[src/rtl/isotp_segment_reassemble_engine_unit_macros.svh]
// Assertion macros for the RTL file that checks itself.
`ifndef ISOTP_SEGMENT_REASSEMBLE_ENGINE_UNIT_MACROS_SVH
`define ISOTP_SEGMENT_REASSEMBLE_ENGINE_UNIT_MACROS_SVH
`ifndef SYNTHESIS
// Same-cycle implication, sampled on clk, held off during reset.
`define ISOTP_ASSERT_IMP(label, ante, cons) \
	label: assert property (@(posedge clk) disable iff (!arst_n) (ante) |-> (cons)) \
		else $error("isotp: same-cycle check failed");
// Next-cycle implication, sampled on clk, held off during reset.
`define ISOTP_ASSERT_NXT(label, ante, cons) \
	label: assert property (@(posedge clk) disable iff (!arst_n) (ante) |=> (cons)) \
		else $error("isotp: next-cycle check failed");
`else
`define ISOTP_ASSERT_IMP(label, ante, cons)
`define ISOTP_ASSERT_NXT(label, ante, cons)
`endif
`endif

[src/rtl/isotp_pkg.sv]
package isotp_pkg;

	localparam int unsigned MAX_MSG_BYTES_DEF = 4096;
	localparam int unsigned LEN_W = 12;
	localparam int unsigned GAP_W = 17;

	localparam logic [GAP_W-1:0] GAP_MAX       = 17'h1FFFF;
	localparam logic [GAP_W-1:0] MIN_GAP_RESET = 17'd5000;
	localparam logic [GAP_W-1:0] US_PER_MS     = 17'd1000;
	localparam logic [GAP_W-1:0] US_STEP       = 17'd100;
	localparam logic [GAP_W-1:0] FALLBACK_GAP  = 17'd127000;
	localparam logic [7:0]       SEP_MS_MAX    = 8'd127;
	localparam logic [7:0]       SEP_US_LO     = 8'hF1;
	localparam logic [7:0]       SEP_US_HI     = 8'hF9;

	// item modes
	localparam logic [1:0] MODE_FRAME = 2'd0;
	localparam logic [1:0] MODE_LOAD  = 2'd1;
	localparam logic [1:0] MODE_TICK  = 2'd2;
	localparam logic [1:0] MODE_READ  = 2'd3;

	// result kinds
	localparam logic [1:0] KIND_FRAME = 2'd0;
	localparam logic [1:0] KIND_DONE  = 2'd1;
	localparam logic [1:0] KIND_BYTE  = 2'd2;

	// protocol control nibbles
	localparam logic [3:0] FT_SINGLE = 4'h0;
	localparam logic [3:0] FT_FIRST  = 4'h1;
	localparam logic [3:0] FT_CONSEC = 4'h2;
	localparam logic [3:0] FT_FLOW   = 4'h3;
	localparam logic [7:0] FLOW_CTS  = 8'h30;

	typedef enum logic [2:0] {
		ST_IDLE,
		ST_DISPATCH,
		ST_WRITE,
		ST_READ,
		ST_DRAIN,
		ST_FINISH
	} state_t;

	typedef enum logic [1:0] {
		ACT_DONE,
		ACT_WRITE,
		ACT_READ,
		ACT_EMIT
	} act_t;

	typedef struct packed {
		logic take;
		logic dispatch;
		logic write_step;
		logic read_step;
		logic emit;
	} cmd_t;

	typedef struct packed {
		act_t act;
		logic cnt_last;
		logic has_result;
		logic out_free;
	} status_t;

endpackage

[src/rtl/isotp_ctrl.sv]
module isotp_ctrl (
	input  logic                clk,
	input  logic                arst_n,
	input  logic                in_valid,
	output logic                in_ready,
	input  isotp_pkg::status_t  status,
	output isotp_pkg::cmd_t     cmd
);
	import isotp_pkg::*;

	state_t state_q, state_d;

	always_ff @(posedge clk or negedge arst_n) begin
		if (!arst_n) begin
			state_q <= ST_IDLE;
		end else begin
			state_q <= state_d;
		end
	end

	always_comb begin
		state_d = state_q;
		case (state_q)
			ST_IDLE: begin
				if (in_valid) state_d = ST_DISPATCH;
			end
			ST_DISPATCH: begin
				case (status.act)
					ACT_WRITE: state_d = ST_WRITE;
					ACT_READ:  state_d = ST_READ;
					ACT_EMIT:  state_d = ST_FINISH;
					default:   state_d = ST_IDLE;
				endcase
			end
			ST_WRITE: begin
				if (status.cnt_last) state_d = status.has_result ? ST_FINISH : ST_IDLE;
			end
			ST_READ: begin
				if (status.cnt_last) state_d = ST_DRAIN;
			end
			ST_DRAIN: begin
				state_d = ST_FINISH;
			end
			ST_FINISH: begin
				if (status.out_free) state_d = ST_IDLE;
			end
			default: state_d = ST_IDLE;
		endcase
	end

	always_comb begin
		in_ready       = (state_q == ST_IDLE);
		cmd.take       = (state_q == ST_IDLE) && in_valid;
		cmd.dispatch   = (state_q == ST_DISPATCH);
		cmd.write_step = (state_q == ST_WRITE);
		cmd.read_step  = (state_q == ST_READ);
		cmd.emit       = (state_q == ST_FINISH) && status.out_free;
	end
endmodule

[config.mk]
export PLATFORM = sky130hd
export DESIGN_NAME = isotp_ctrl
export DESIGN_NICKNAME = d
export VERILOG_FILES = /design/src/rtl/isotp_segment_reassemble_engine_unit_macros.svh /design/src/rtl/isotp_pkg.sv /design/src/rtl/isotp_ctrl.sv
export SDC_FILE = /design/constraint.sdc
export NUM_CORES = 1
export LEC_CHECK = 0
export BUFFER_PORTS_ARGS = -buffer_cell sky130_fd_sc_hd__buf_4
export CAP_MARGIN = 20
export CORE_AREA = 2 2 39 41
export CTS_CLUSTER_SIZE = 24
export DETAILED_ROUTE_END_ITERATION = 8
export DIE_AREA = 0 0 41 43
export GPL_ROUTABILITY_DRIVEN = 1
export SYNTH_ARGS = -nofsm -noshare
export SYNTH_HDL_FRONTEND = slang
export SYNTH_SLANG_ARGS = --single-unit
[constraint.sdc]
create_clock -name clk -period 3.1 [get_ports clk]
set_input_delay 0.62 -clock clk [delete_from_list [all_inputs] [get_ports clk]]
set_output_delay 0.62 -clock clk [all_outputs]
set_load 0.005 [all_outputs]
; Yosys cells after proc, flatten, opt, wreduce, memory -nomap -nowiden
; Index checks and enable logic that the tools add are counted.
[op_classes]
n_eq_ne = 12
mux = 7
reduce_logical = 4
[ops]
columns = op, n
row1 = 3-bit one-hot mux with 6 select lines, 1
row2 = 3-bit two-way mux, 5
row3 = 3-bit one-hot mux with 3 select lines, 1
row4 = "2-bit inequality test, second input constant", 4
row5 = "3-bit by 2-bit == test with 1-bit output, second input constant", 2
row6 = "3-bit == test, second input constant", 2
row7 = "2-bit == test, second input constant", 2
row8 = 4-bit AND reduction, 1
row9 = "3-bit by 1-bit == test with 1-bit output, second input constant", 1
row10 = 3-bit zero test, 1
row11 = "2-bit by 1-bit == test with 1-bit output, second input constant", 1
row12 = 1-bit logical AND, 2
[totals]
reg_bits = 3
output_inout_bits = 6
inputBits = 8
wordCells = 24

; Depth between registers and ports, before layout
[depth]
word_depth = 3
ltp_mapped = 6
depth_no_buf = 6

; Worst setup path before layout
; No wires, ideal clock.
[synth_timing]
kind = reg-to-output
from = register state_q[1]
to = output port cmd[4] (netlist name)
arrival_time_ps = 949
required_time_ps = 2480
path_buffers = 1
path_slack_ps = 1531
stages_incl_launch_ff = 4
path_cell_list = dfrtp_1 buf_4 nor3_1 and2_1
[synth_rtl]
columns = element, line
row1 = from (decl), isotp_ctrl.sv:11  ; state_t state_q, state_d;
row2 = from (signal assigned), isotp_ctrl.sv:17  ; state_q <= state_d;
row3 = to (decl), isotp_ctrl.sv:7  ; output isotp_pkg::cmd_t cmd

==> key figures <==
Worst setup path
  – Worst-path fanout max: 14
  – Worst setup startpoint: state_q[1]
  – Setup CP Type: flip-flop to output port
  – Worst path bufs/invs: 1
  – Crit path capture: cmd[4]
  – Critical Path AT: 1.26 ns
  – Crit path largest cell delay: 0.49 ns
  – CP Launch Type: flip-flop
  – Worst EP required: 2.48 ns
  – RR Startpoint: state_q[2]
  – R2r worst-path depth: 4
  – FF-to-FF setup slack: 1.56 ns
  – R2R Path End: state_q[2]
  – CP top delay family: flip-flops
  – Crit-path slowest cell: dfrtp_1
  – Nature of the critical path endpoint: output port
  – Worst path cell trace: nor3_1 -> and2_1 -> buf_4
  – Critical path depth in cells: 3

Timing
  – Setup TNS after final layout: 0 ns
  – Slew headroom: 76.8%
  – RSZ-0062 raised after global routing: no
  – Skew final: 0.00184 ns
  – Slew @ Worst Pin: 0.348 ns
  – FMAX: 532 MHz
  – Slew Limit Fails: 0
  – Tcrit/Tclk final: 60.6%
  – Final hold viol count: 0
  – Minimum clock period: 1.88 ns
  – Final setup viols: 0

Clock network
  – Post-CTS Repair Setup Buffers: 0
  – Clock Latency Late Sink: 0.24 ns
  – Clk root buf: clkbuf_4
  – Post-cts sizing count: 0
  – CTS Buf Count: 3
  – Number of clock sinks: 3
  – Hold Buf Count CTS: 0
  – H-Tree Depth: 1
  – Clock buffer depth: 2
  – CTS tree: yes
  – Clock Pin Slew Worst Setup and Hold Paths: 0.04 ns

Synthesis
  – Top FF cell, synth: dfrtp_1
  – Post-synthesis cell type with the largest combined area: dfrtp_1
  – Synth warn: 0
  – Post-synth ARST share: 100%
  – Synth top area share: 25.2%
  – Seq/Total Area, Yosys: 25.2%
  – Post-Synthesis Cells: 34
  – Syn_area_per_cell: 8.76 um2
  – #FFs+latches synth: 3
  – Post-synthesis cell area: 298 um2
  – Largest cells by area after synthesis: dfrtp_1 25%, ha_1 13%, a21oi_1 5.0%
  – Yosys cell types: 23
  – Post-Syn Nets: 45
  – EDFF count, synth: 0
  – Synth top cells by count: 3 x a21oi_1, 3 x dfrtp_1, 3 x ha_1, 3 x nor3_1

Finish
  – Nets@finish: 60
  – Regs by FF count: state_q: 3 flops
  – Max FFs per register: 3
  – Reg area: 75.1 um2
  – FILL cells: 157
  – Finished Layout Cells: 64
  – Area growth syn-to-layout: 40.3%
  – Area of the multi-input gates: 191 um2
  – Fraction of layout instances using a drive strength above 1: 39.6%
  – Ant diodes: 0
  – Design Area, Final: 418 um2
  – Largest Register: state_q

Global route
  – Antenna violations before repair: 0
  – Vias in the first global route: 267
  – First-pass GRT wire length: 1040 um
  – Grt total ovfl: 0
  – Largest net degree at the start of global routing: 15
  – Gr usage total: 9.36%

Floorplanning
  – Die height: 43 um
  – Core ar.: 0.00138 mm2
  – I/O pin cnt: 14
  – Die width: 41 um
  – Die area: 0.00176 mm2
  – FP Rows: 14
  – Initial Utilization: 21.5%

Detailed routing
  – Total wire length: 644 um
  – Wirelength per Cell: 10.1 um
  – DR DRC count: 0
  – Detail Route Antenna Nets: 0
  – Via Count: 292
  – DR pass1 iterations: 3
  – Starting DRT DRC Count: 1
  – Via density: 4.56

Pwr
  – Sequential Power Share: 32.0%
  – Overall power: 351 uW
  – Max VDD drop: 0.318 mV
  – Internal cell power: 213 uW
  – Clock Power Share: 20.0%
  – Leakage: 0.208 nW
  – Switching power total: 138 uW
  – Share of power burned in combinational logic: 48.0%
  – Net Sw Frac: 39.3%
  – Pwr Density: 839 mW/mm2

Placed design
  – GPL Wtd Cong: 0.729
  – PortBufs: 13
  – Cell count after placement: 60
  – Placed cell area: 392 um2
  – HPWL Detailed: 465 um

Job
  – Max_cap viols: 0

Hold path
  – Worst min-delay path class: input pin to asynchronous set/reset pin

Status
  – Status: complete, no violations
==> placed cells by master (no fill, tap or decap) <==
cell type  Yosys  final
o21ai_0        1      1
a21o_1         1      1
ha_1           3      3
nor2_1         2      2
and2_1         1      1
dfrtp_1        3      3
or2b_1         1      1
a21oi_1        3      3
clkbuf_1       0      1
o31ai_1        1      1
or4_4          1      1
nor3b_1        2      2
or3b_2         1      1
nor3_1         3      3
and3_1         1      1
buf_4          1     13
inv_1          2      2
or4bb_1        1      1
a21boi_0       1      1
clkbuf_4       0      3
o211ai_2       1      1
nor4_1         1      1
nand2_1        1      1
==> logic make-up (layout without fill, tap and decap cells) <==
family,count (synthesis),after routing,synth area share (%)
buf+inv,5,19,10.5
flops,3,3,25.2
simple gates,15,15,33.2
compound gates,8,8,18.5
fa+ha+maj,3,3,12.6
==> metrics by stage <==
step / utilization, % / setup WS [ns] / hold slack [ns]
6_report: 30.2 / 1.22 / 0.164
4_1_cts: 30.2 / 1.20 / 0.157
5_1_grt: 30.2 / 1.09 / 0.151
2_1_floorplan: - / 1.53 / 0.324
3_5_place_dp: 28.3 / 1.39 / 0.413
3_3_place_gp: 28.3 / 1.42 / 0.411
==> cell type report <==
cell class / count / area share [%]
tap: 16 / 4.79
timing repair buffer: 13 / 23.4
multi-input combinational: 26 / 45.8
inverter: 2 / 1.80
clock buffer: 4 / 6.29
sequential: 3 / 18.0
==> how the worst min path moves through the flow <==
stage                      start    endpoint  slack, ns  cells after the start
after floorplan           arst_n  state_q[0]       0.32                      0
after global placement    arst_n  state_q[1]       0.41                      1
after CTS                 arst_n  state_q[1]       0.16                      1
after detailed placement  arst_n  state_q[1]       0.41                      1
final                     arst_n  state_q[1]       0.16                      1
after global routing      arst_n  state_q[0]       0.15                      1
==> power by group through the flow <==
stage | combinational [mW] | sequential, mW | clock, mW
2_1_floorplan | 0.159 | 0.0699 | 0
3_3_place_gp | 0.168 | 0.114 | 0
3_5_place_dp | 0.170 | 0.113 | 0
4_1_cts | 0.172 | 0.112 | 0.0742
5_1_grt | 0.191 | 0.120 | 0.0790
6_report | 0.168 | 0.112 | 0.0701
==> per-layer routing <==
metal  global-route usage, %  vias up  routed length, um
li1                        -      149                  -
met1                    10.7      134                279
met2                    12.2        9                325
met3                    4.71        0                 38
met4                    8.00        0                  0
met5                       0        -                  0
(Power assumes the default switching activity.)
